**src/hdl/rss_pkg.sv**
```systemverilog
`default_nettype none

package rss_pkg;

    localparam int NUM_SLOTS   = 8;
    localparam int MAX_RESULTS = 8;
    localparam int SLOT_W      = (NUM_SLOTS > 1) ? $clog2(NUM_SLOTS) : 1;
    localparam int CNT_W       = $clog2(MAX_RESULTS + 1);

    // remainder unit: 32-bit dividend, DIV_BITS quotient bits per cycle
    localparam int DIV_BITS    = 4;
    localparam int DIV_STEPS   = 32 / DIV_BITS;
    localparam int DIV_CNT_W   = $clog2(DIV_STEPS);

    localparam logic [15:0] DELAY_MIN_RESET = 16'd150;
    localparam logic [15:0] DELAY_MAX_RESET = 16'd450;

    localparam logic CFG_DELAY_MIN = 1'b0;
    localparam logic CFG_DELAY_MAX = 1'b1;

    localparam logic [1:0] OP_SCHEDULE = 2'd0;
    localparam logic [1:0] OP_SUPPRESS = 2'd1;
    localparam logic [1:0] OP_TICK     = 2'd2;

    typedef enum logic [2:0] {
        OUT_SCHEDULED  = 3'd0,
        OUT_IGNORED    = 3'd1,
        OUT_SUPPRESSED = 3'd2,
        OUT_NO_MATCH   = 3'd3,
        OUT_FIRED      = 3'd4,
        OUT_NONE_DUE   = 3'd5,
        OUT_BAD_SENDER = 3'd6
    } rss_outcome_t;

    typedef enum logic [2:0] {
        ST_IDLE,
        ST_DECODE,
        ST_DIV,
        ST_WRITE,
        ST_EMIT,
        ST_SCAN
    } rss_state_t;

    typedef struct packed {
        logic [1:0]  opcode;
        logic [7:0]  sender_id;
        logic [15:0] beacon_seq;
        logic [31:0] time_now_ms;
        logic [31:0] random_word;
        logic [31:0] beacon_handle;
    } rss_in_t;

    typedef struct packed {
        logic [2:0]  outcome;
        logic [7:0]  out_sender_id;
        logic [15:0] out_seq;
        logic [31:0] out_handle;
        logic        last;
    } rss_out_t;

    typedef struct packed {
        logic         load;
        logic         div_start;
        logic         slot_write;
        logic         supp_clear;
        logic         scan_clear;
        logic         scan_inc;
        logic         fire;
        logic         emit;
        rss_outcome_t outcome;
    } rss_cmd_t;

    typedef struct packed {
        logic [1:0] opcode;
        logic       bad_sender;
        logic       older;
        logic       match;
        logic       div_done;
        logic       due_here;
        logic       fire_last;
        logic       idx_end;
        logic       out_free;
    } rss_status_t;

endpackage

`default_nettype wire

```
**src/hdl/rss_div.sv**
```systemverilog
`default_nettype none

module rss_div (
    input  wire logic        clk,
    input  wire logic        rst_n,
    input  wire logic        start,
    input  wire logic [31:0] dividend,
    input  wire logic [16:0] divisor,
    output logic             done,
    output logic [16:0]      rem
);

    logic                           busy_reg;
    logic                           done_reg;
    logic [rss_pkg::DIV_CNT_W-1:0]  cnt_reg;
    logic [31:0]                    quo_reg;
    logic [31:0]                    quo_next;
    logic [16:0]                    rem_reg;
    logic [16:0]                    rem_next;
    logic [16:0]                    div_reg;

    // restoring remainder, DIV_BITS dividend bits per cycle
    always_comb
    begin
        logic [17:0] r;
        logic [31:0] q;
        r = {1'b0, rem_reg};
        q = quo_reg;
        for (int k = 0; k < rss_pkg::DIV_BITS; k++)
        begin
            r = {r[16:0], q[31]};
            q = {q[30:0], 1'b0};
            if (r >= {1'b0, div_reg})
            begin
                r = r - {1'b0, div_reg};
            end
        end
        rem_next = r[16:0];
        quo_next = q;
    end

    always_ff @(posedge clk or negedge rst_n)
    begin
        if (!rst_n)
        begin
            busy_reg <= 1'b0;
            done_reg <= 1'b0;
            cnt_reg  <= '0;
        end
        else
        begin
            done_reg <= busy_reg && !start
                        && (cnt_reg == rss_pkg::DIV_CNT_W'(rss_pkg::DIV_STEPS - 1));
            if (start)
            begin
                busy_reg <= 1'b1;
                cnt_reg  <= '0;
            end
            else if (busy_reg)
            begin
                cnt_reg <= cnt_reg + 1'b1;
                if (cnt_reg == rss_pkg::DIV_CNT_W'(rss_pkg::DIV_STEPS - 1))
                begin
                    busy_reg <= 1'b0;
                end
            end
        end
    end

    always_ff @(posedge clk)
    begin
        if (start)
        begin
            quo_reg <= dividend;
            rem_reg <= '0;
            div_reg <= divisor;
        end
        else if (busy_reg)
        begin
            quo_reg <= quo_next;
            rem_reg <= rem_next;
        end
    end

    assign done = done_reg;
    assign rem  = rem_reg;

    assert property (@(posedge clk) disable iff (!rst_n) done_reg |-> $past(busy_reg))
        else $error("remainder done without a running division");

endmodule

`default_nettype wire

```
**src/hdl/rss_dp.sv**
```systemverilog
`default_nettype none

module rss_dp (
    input  wire logic              clk,
    input  wire logic              rst_n,
    input  wire rss_pkg::rss_in_t  in_data,
    input  wire logic              cfg_wr_en,
    input  wire logic              cfg_addr,
    input  wire logic [15:0]       cfg_wdata,
    input  wire rss_pkg::rss_cmd_t cmd,
    output rss_pkg::rss_status_t   st,
    output logic                   out_valid,
    input  wire logic              out_ready,
    output rss_pkg::rss_out_t      out_data
);

    localparam int SW = rss_pkg::SLOT_W;
    localparam int NS = rss_pkg::NUM_SLOTS;

    logic [15:0]            delay_min_reg;
    logic [15:0]            delay_max_reg;
    rss_pkg::rss_in_t       req_reg;
    logic [NS-1:0]          pending_reg;
    logic [15:0]            slot_seq_mem    [NS];
    logic [31:0]            slot_due_mem    [NS];
    logic [31:0]            slot_handle_mem [NS];
    logic [SW-1:0]          scan_idx_reg;
    logic [rss_pkg::CNT_W-1:0] fire_cnt_reg;
    logic                   out_valid_reg;
    rss_pkg::rss_out_t      out_data_reg;

    logic [SW-1:0]          sidx;
    logic [15:0]            cur_seq;
    logic [15:0]            seq_diff;
    logic                   newer;
    logic [15:0]            hi;
    logic [16:0]            span;
    logic                   div_done;
    logic [16:0]            div_rem;
    logic [31:0]            due_sum;
    logic [NS-1:0]          due_vec;
    logic                   higher_due;
    logic                   out_free;

    assign sidx     = req_reg.sender_id[SW-1:0];
    assign cur_seq  = slot_seq_mem[sidx];
    assign seq_diff = req_reg.beacon_seq - cur_seq;
    assign newer    = (seq_diff != 16'd0) && !seq_diff[15];

    assign hi   = (delay_max_reg < delay_min_reg) ? delay_min_reg : delay_max_reg;
    assign span = {1'b0, hi} - {1'b0, delay_min_reg} + 17'd1;

    rss_div u_div (
        .clk      (clk),
        .rst_n    (rst_n),
        .start    (cmd.div_start),
        .dividend (req_reg.random_word),
        .divisor  (span),
        .done     (div_done),
        .rem      (div_rem)
    );

    assign due_sum = req_reg.time_now_ms + {16'd0, delay_min_reg} + {15'd0, div_rem};

    // due when pending and now - due is not negative
    always_comb
    begin
        higher_due = 1'b0;
        for (int i = 0; i < NS; i++)
        begin
            logic [31:0] d;
            d = req_reg.time_now_ms - slot_due_mem[i];
            due_vec[i] = pending_reg[i] && !d[31];
            if (due_vec[i] && (SW'(i) > scan_idx_reg))
            begin
                higher_due = 1'b1;
            end
        end
    end

    assign out_free = !out_valid_reg || out_ready;

    always_comb
    begin
        st            = '0;
        st.opcode     = req_reg.opcode;
        st.bad_sender = ({1'b0, req_reg.sender_id} >= 9'(NS));
        st.older      = pending_reg[sidx] && !newer;
        st.match      = pending_reg[sidx] && (cur_seq == req_reg.beacon_seq);
        st.div_done   = div_done;
        st.due_here   = due_vec[scan_idx_reg];
        st.fire_last  = !higher_due
                        || (fire_cnt_reg == rss_pkg::CNT_W'(rss_pkg::MAX_RESULTS - 1));
        st.idx_end    = (scan_idx_reg == SW'(NS - 1));
        st.out_free   = out_free;
    end

    always_ff @(posedge clk or negedge rst_n)
    begin
        if (!rst_n)
        begin
            delay_min_reg <= rss_pkg::DELAY_MIN_RESET;
            delay_max_reg <= rss_pkg::DELAY_MAX_RESET;
        end
        else if (cfg_wr_en)
        begin
            unique case (cfg_addr)
                rss_pkg::CFG_DELAY_MIN: delay_min_reg <= cfg_wdata;
                rss_pkg::CFG_DELAY_MAX: delay_max_reg <= cfg_wdata;
                default:                delay_min_reg <= delay_min_reg;
            endcase
        end
    end

    always_ff @(posedge clk)
    begin
        if (cmd.load)
        begin
            req_reg <= in_data;
        end
        if (cmd.slot_write)
        begin
            slot_seq_mem[sidx]    <= req_reg.beacon_seq;
            slot_handle_mem[sidx] <= req_reg.beacon_handle;
            slot_due_mem[sidx]    <= due_sum;
        end
    end

    always_ff @(posedge clk or negedge rst_n)
    begin
        if (!rst_n)
        begin
            pending_reg   <= '0;
            scan_idx_reg  <= '0;
            fire_cnt_reg  <= '0;
            out_valid_reg <= 1'b0;
        end
        else
        begin
            if (cmd.slot_write)
            begin
                pending_reg[sidx] <= 1'b1;
            end
            else if (cmd.supp_clear)
            begin
                pending_reg[sidx] <= 1'b0;
            end
            else if (cmd.fire)
            begin
                pending_reg[scan_idx_reg] <= 1'b0;
            end

            if (cmd.scan_clear)
            begin
                scan_idx_reg <= '0;
                fire_cnt_reg <= '0;
            end
            else
            begin
                if (cmd.scan_inc)
                begin
                    scan_idx_reg <= scan_idx_reg + 1'b1;
                end
                if (cmd.fire)
                begin
                    fire_cnt_reg <= fire_cnt_reg + 1'b1;
                end
            end

            if (cmd.fire || cmd.emit)
            begin
                out_valid_reg <= 1'b1;
            end
            else if (out_ready)
            begin
                out_valid_reg <= 1'b0;
            end
        end
    end

    always_ff @(posedge clk)
    begin
        if (cmd.fire)
        begin
            out_data_reg.outcome       <= rss_pkg::OUT_FIRED;
            out_data_reg.out_sender_id <= {{(8 - SW){1'b0}}, scan_idx_reg};
            out_data_reg.out_seq       <= slot_seq_mem[scan_idx_reg];
            out_data_reg.out_handle    <= slot_handle_mem[scan_idx_reg];
            out_data_reg.last          <= st.fire_last;
        end
        else if (cmd.emit)
        begin
            out_data_reg.outcome    <= cmd.outcome;
            out_data_reg.out_handle <= '0;
            out_data_reg.last       <= 1'b1;
            if (cmd.outcome == rss_pkg::OUT_NONE_DUE)
            begin
                out_data_reg.out_sender_id <= '0;
                out_data_reg.out_seq       <= '0;
            end
            else
            begin
                out_data_reg.out_sender_id <= req_reg.sender_id;
                out_data_reg.out_seq       <= req_reg.beacon_seq;
            end
        end
    end

    assign out_valid = out_valid_reg;
    assign out_data  = out_data_reg;

    assert property (@(posedge clk) disable iff (!rst_n) (cmd.fire || cmd.emit) |-> out_free)
        else $error("result loaded over an untaken result");
    assert property (@(posedge clk) disable iff (!rst_n) cmd.fire |-> due_vec[scan_idx_reg])
        else $error("fired a slot that is not due");

endmodule

`default_nettype wire

```
**src/hdl/rss_ctrl.sv**
```systemverilog
`default_nettype none

module rss_ctrl (
    input  wire logic                 clk,
    input  wire logic                 rst_n,
    input  wire logic                 in_valid,
    output logic                      in_ready,
    input  wire rss_pkg::rss_status_t st,
    output rss_pkg::rss_cmd_t         cmd
);

    rss_pkg::rss_state_t   state_reg;
    rss_pkg::rss_state_t   state_next;
    rss_pkg::rss_outcome_t outcome_reg;
    rss_pkg::rss_outcome_t outcome_next;

    always_ff @(posedge clk or negedge rst_n)
    begin
        if (!rst_n)
        begin
            state_reg   <= rss_pkg::ST_IDLE;
            outcome_reg <= rss_pkg::OUT_SCHEDULED;
        end
        else
        begin
            state_reg   <= state_next;
            outcome_reg <= outcome_next;
        end
    end

    always_comb
    begin
        state_next   = state_reg;
        outcome_next = outcome_reg;
        cmd          = '0;
        cmd.outcome  = outcome_reg;
        in_ready     = 1'b0;

        unique case (state_reg)
            rss_pkg::ST_IDLE:
            begin
                in_ready = 1'b1;
                if (in_valid)
                begin
                    cmd.load   = 1'b1;
                    state_next = rss_pkg::ST_DECODE;
                end
            end

            rss_pkg::ST_DECODE:
            begin
                unique case (st.opcode)
                    rss_pkg::OP_SCHEDULE:
                    begin
                        if (st.bad_sender)
                        begin
                            outcome_next = rss_pkg::OUT_BAD_SENDER;
                            state_next   = rss_pkg::ST_EMIT;
                        end
                        else if (st.older)
                        begin
                            outcome_next = rss_pkg::OUT_IGNORED;
                            state_next   = rss_pkg::ST_EMIT;
                        end
                        else
                        begin
                            cmd.div_start = 1'b1;
                            state_next    = rss_pkg::ST_DIV;
                        end
                    end
                    rss_pkg::OP_SUPPRESS:
                    begin
                        state_next = rss_pkg::ST_EMIT;
                        if (st.bad_sender)
                        begin
                            outcome_next = rss_pkg::OUT_BAD_SENDER;
                        end
                        else if (st.match)
                        begin
                            cmd.supp_clear = 1'b1;
                            outcome_next   = rss_pkg::OUT_SUPPRESSED;
                        end
                        else
                        begin
                            outcome_next = rss_pkg::OUT_NO_MATCH;
                        end
                    end
                    rss_pkg::OP_TICK:
                    begin
                        cmd.scan_clear = 1'b1;
                        state_next     = rss_pkg::ST_SCAN;
                    end
                    default:
                    begin
                        // unused opcode: drop without a result
                        state_next = rss_pkg::ST_IDLE;
                    end
                endcase
            end

            rss_pkg::ST_DIV:
            begin
                if (st.div_done)
                begin
                    state_next = rss_pkg::ST_WRITE;
                end
            end

            rss_pkg::ST_WRITE:
            begin
                cmd.slot_write = 1'b1;
                outcome_next   = rss_pkg::OUT_SCHEDULED;
                state_next     = rss_pkg::ST_EMIT;
            end

            rss_pkg::ST_EMIT:
            begin
                if (st.out_free)
                begin
                    cmd.emit   = 1'b1;
                    state_next = rss_pkg::ST_IDLE;
                end
            end

            rss_pkg::ST_SCAN:
            begin
                if (st.due_here)
                begin
                    // hold the slot until the result register frees up
                    if (st.out_free)
                    begin
                        cmd.fire = 1'b1;
                        if (st.fire_last)
                        begin
                            state_next = rss_pkg::ST_IDLE;
                        end
                        else
                        begin
                            cmd.scan_inc = 1'b1;
                        end
                    end
                end
                else if (st.idx_end)
                begin
                    // a fired slot before the end would have been the last one
                    outcome_next = rss_pkg::OUT_NONE_DUE;
                    state_next   = rss_pkg::ST_EMIT;
                end
                else
                begin
                    cmd.scan_inc = 1'b1;
                end
            end

            default:
            begin
                state_next = rss_pkg::ST_IDLE;
            end
        endcase
    end

    assert property (@(posedge clk) disable iff (!rst_n)
        cmd.div_start |=> (state_reg == rss_pkg::ST_DIV))
        else $error("division started outside the schedule path");
    assert property (@(posedge clk) disable iff (!rst_n)
        (state_reg == rss_pkg::ST_DIV && st.div_done) |=> cmd.slot_write)
        else $error("slot not written after the delay was drawn");

endmodule

`default_nettype wire

```
**src/hdl/relay_suppression_scheduler.sv**
```systemverilog
// Channel  Direction  Handshake              Payload
// in       request    in_valid / in_ready    in_data  (rss_in_t)
// out      result     out_valid / out_ready  out_data (rss_out_t)
// cfg      write      cfg_wr_en              cfg_addr, cfg_wdata
//
// One request at a time. Suppress, bad sender and older schedule: decode, emit.
// Schedule: decode, remainder unit (4 bits per cycle), write, emit.
// Tick: scans the slots in index order, one result per due slot,
// or a none-due result when nothing is due.
// Reset clears the pending flags; no clearing pass is needed.
// A full result register stalls only the step that produces a result.
`default_nettype none

module relay_suppression_scheduler (
    input  wire logic             clk,
    input  wire logic             rst_n,
    input  wire logic             in_valid,
    output logic                  in_ready,
    input  wire rss_pkg::rss_in_t in_data,
    output logic                  out_valid,
    input  wire logic             out_ready,
    output rss_pkg::rss_out_t     out_data,
    input  wire logic             cfg_wr_en,
    input  wire logic             cfg_addr,
    input  wire logic [15:0]      cfg_wdata
);

    rss_pkg::rss_cmd_t    cmd;
    rss_pkg::rss_status_t st;

    rss_ctrl u_ctrl (
        .clk      (clk),
        .rst_n    (rst_n),
        .in_valid (in_valid),
        .in_ready (in_ready),
        .st       (st),
        .cmd      (cmd)
    );

    rss_dp u_dp (
        .clk       (clk),
        .rst_n     (rst_n),
        .in_data   (in_data),
        .cfg_wr_en (cfg_wr_en),
        .cfg_addr  (cfg_addr),
        .cfg_wdata (cfg_wdata),
        .cmd       (cmd),
        .st        (st),
        .out_valid (out_valid),
        .out_ready (out_ready),
        .out_data  (out_data)
    );

endmodule

`default_nettype wire

```
**config.mk**
```make
export PLATFORM = sky130hd
export DESIGN_NAME = relay_suppression_scheduler
export DESIGN_NICKNAME = d
export VERILOG_FILES = /design/src/hdl/rss_pkg.sv /design/src/hdl/rss_div.sv /design/src/hdl/rss_dp.sv /design/src/hdl/rss_ctrl.sv /design/src/hdl/relay_suppression_scheduler.sv
export SDC_FILE = /design/constraint.sdc
export NUM_CORES = 2
export LEC_CHECK = 0
export ABC_AREA = 1
export BUFFER_PORTS_ARGS = -buffer_cell sky130_fd_sc_hd__buf_2
export CORE_MARGIN = 3
export CORE_UTILIZATION = 55
export DETAILED_ROUTE_END_ITERATION = 12
export HOLD_SLACK_MARGIN = 0.06
export PLACE_DENSITY_LB_ADDON = 0.25
export RECOVER_POWER = 25
export SLEW_MARGIN = 20
export SYNTH_ARGS = -nofsm -noshare
export SYNTH_HDL_FRONTEND = slang
export SYNTH_SLANG_ARGS = --single-unit
```
**constraint.sdc**
```tcl
create_clock -name clk -period 11.96 [get_ports clk]
set_clock_uncertainty 0.2 [all_clocks]
set_input_delay 1.196 -clock clk [delete_from_list [all_inputs] [get_ports clk]]
set_output_delay 1.196 -clock clk [all_outputs]
set_load 0.1 [all_outputs]
```
==> run metrics <==
count of state elements after synthesis 950; min-delay src u_dp.out_data[59]$_SDFFE_PP1P_; nature of the critical path endpoint flip-flop; crit-path max cell delay 0.50 ns; CP required 12.31 ns; Top delay family on crit path simple AND/OR/NAND/NOR gates; GR Util All Layers 27.4%; initial antenna violation count 10; clock insertion delay at the later pin of the skew report 0.69 ns; final-layout fill cell count 7050; H-Tree Depth 3; Overflow after GRT 0; worst endpoint data arrival time 9.56 ns; count of unique library cells instantiated by Yosys 59; Post-Synthesis Cells roughly 4700; Hold Buf Count CTS 0; crit path from u_dp.u_div.div_reg[1]$_DFFE_PP_; clock-pin slew on the worst setup and hold paths roughly 0.06 ns; pin count of the biggest net entering global routing 79; CP Buf/Inv Count 6; Final Critical Period 9.21 ns; Layout area overhead 11.7%; Synth warnings 0; cells resized by post-CTS repair 0; Max Cap Viol 0; Seq/Total Area, Yosys 57.3%; Pre-antenna DRT Iters 6; cell area after layout 0.0545 mm2; Synth Net Count 5244; FFs w/ async S/R, synth 6.21%; syn avg cell area 10.4 um2; placed cell areas a little over 0.05 mm2; TritonCTS buffer count roughly 100; Cell Rows between 100 and 150; WL/cell between 20 and 25 um; Least-Margin Pin Slew 1.14 ns; Die Span X 304 um; status finished, final reports clean; HP Class reg2reg; relative slew slack 23.9%; nets around 5500; DR iter-0 viols 3068; RSZ-0062 raised after global routing no; Max clock buf depth 3; initial core utilization 55.9%; Reg2Reg Launch Point u_dp.u_div.div_reg[1]$_DFFE_PP_; final worst path period share slightly below 80%; die area 0.0923 mm2; Post-synth EDFFs approximately 860; IO buf count ~210; biggest regs u_dp.slot_due_mem: 256 flops, u_dp.slot_handle_mem: 256 flops, u_dp.slot_seq_mem: 128 flops; DP HPWL around 84 mm; f_max 109 MHz; DIE HEIGHT 304 um; total negative setup slack 0 ns; max-slew violations 0; vias per cell 5.66; DR vias approximately 35000; number of global-route vias before repair 33900; top_reg_cell synth edfxtp_1; drt drc 0; Final Hold Fails 0; Worst setup SP type flip-flop; first-pass GRT wire length 197 mm; num ports around 210; Final Setup Violations 0; Clock Root Buffer clkbuf_16; total wire length 129 mm; layout cell share with drive strength beyond 1 8.56%; Post CTS Setup Buffer Count 0; critical-path maximum fanout 31; GPL Wtd Cong 0.946; Post-DRT Antenna Nets 0; clock tree sinks 950; core area approximately 0.087 mm2; most frequent CP cell nand2_1; CP max stage cell fa_1; critical path class reg2reg; TritonCTS clock tree built; Mapped Area 0.0488 mm2
## Yosys cell counts (25+ instances only)
cell type / n / share of area (%)
nand2_1: 1035 / 8.0
edfxtp_1: 863 / 53
inv_1: 679 / 5.2
ha_1: 398 / 10
a21oi_1: 295 / 3.0
o21ai_0: 248 / 2.5
nor2_1: 234 / 1.8
nand3_1: 205 / 2.1
clkbuf_1: 74 / 0.57
xor2_1: 60 / 1.1
nand4_1: 54 / 0.69
dfrtp_1: 51 / 2.6
xnor2_1: 51 / 0.92
a221oi_1: 49 / 0.88
a22oi_1: 44 / 0.68
dfxtp_1: 28 / 1.1
a22o_1: 26 / 0.47
nor3_1: 25 / 0.26
## layout make-up
cell class                 count  area, um2  share of cell area [%]
clock inverter                67        682                    1.25
clock buffer                 122       2640                    4.84
tap                         1155       1450                    2.65
sequential                   950      28000                    51.3
inverter                     686       2580                    4.73
multi-input combinational   2938      17900                    32.9
antenna                        6       15.0                  0.0276
timing repair buffer         237       1250                    2.29
## metrics by stage
stage / std cells / worst slack (ns) / hold slack (ns) / util [%]
2_1_floorplan: 4680 / 4.07 / 0.246 / -
3_5_place_dp: 5966 / 2.81 / 0.255 / 58.6
4_1_cts: 6155 / 2.76 / 0.271 / 62.4
3_3_place_gp: 5966 / 3.04 / 0.259 / 58.6
6_report: 6161 / 2.75 / 0.273 / 62.4
5_1_grt: 6158 / 1.67 / 0.311 / 62.4
## tightest hold or removal path, stage by stage, from the launching register on
cell	delay (ns)
dfxtp_1	0.32
nand2_1	0.05
nand3_1	0.07
## logic make-up (layout without fill, tap and decap cells)
logic type	count (synthesis)	count (layout)	share of synthesized area, %
XOR/XNOR	111	111	1.99
flip-flops	950	950	57.3
adder cells (fa/ha/maj)	420	420	11.1
AND/OR/NAND/NOR	1614	1614	13.8
other	0	6	0
AO/OA/AOI/OAI	793	793	9.56
buffers and inverters	792	1112	6.19
## path summary, 6_finish.rpt
check                      slack [ns]                                end  depth (start not counted)
min reg2reg                      0.27     u_dp.out_data[59]$_SDFFE_PP1P_                          2
max                              2.75    u_dp.u_div.rem[13]$_SDFFE_PP0P_                         56
max reg2reg                      2.75    u_dp.u_div.rem[13]$_SDFFE_PP0P_                         56
max in group asynchronous       10.46  u_dp.delay_max_reg[0]$_DFFE_PN0P_                          2
min in group asynchronous        0.47  u_dp.u_div.cnt_reg[0]$_DFFE_PN0P_                          2
min                              0.27     u_dp.out_data[59]$_SDFFE_PP1P_                          2
## layer usage
layer | global-route usage (%) | routed length, um | vias up
met3 | 4.28 | 8430 | 257
li1 | - | - | 16600
met4 | 8.10 | 3810 | 4
met5 | 0 | 26 | -
met2 | 45.4 | 60900 | 1230
met1 | 37.6 | 55400 | 16800
## placed cells by master (no fill, tap or decap), drive strengths merged, types with 21 or more instances in the layout
| cell type | instances |
|---|---|
| buf | 223 |
| nor2 | 239 |
| xor2 | 60 |
| a22o | 26 |
| nand2 | 1042 |
| edfxtp | 863 |
| ha | 398 |
| inv | 683 |
| nand3 | 212 |
| o21ai | 251 |
| nand4 | 54 |
| a21oi | 297 |
| a22oi | 44 |
| fa | 22 |
| dfxtp | 28 |
| clkinv | 59 |
| a31oi | 22 |
| dfrtp | 51 |
| xnor2 | 51 |
| nor3 | 25 |
| o211ai | 21 |
| a221oi | 49 |
| clkbuf | 136 |
Power is left out: the tool's default activity adds up to more than one toggle a clock period on the data nets, which glitch-free logic cannot reach.
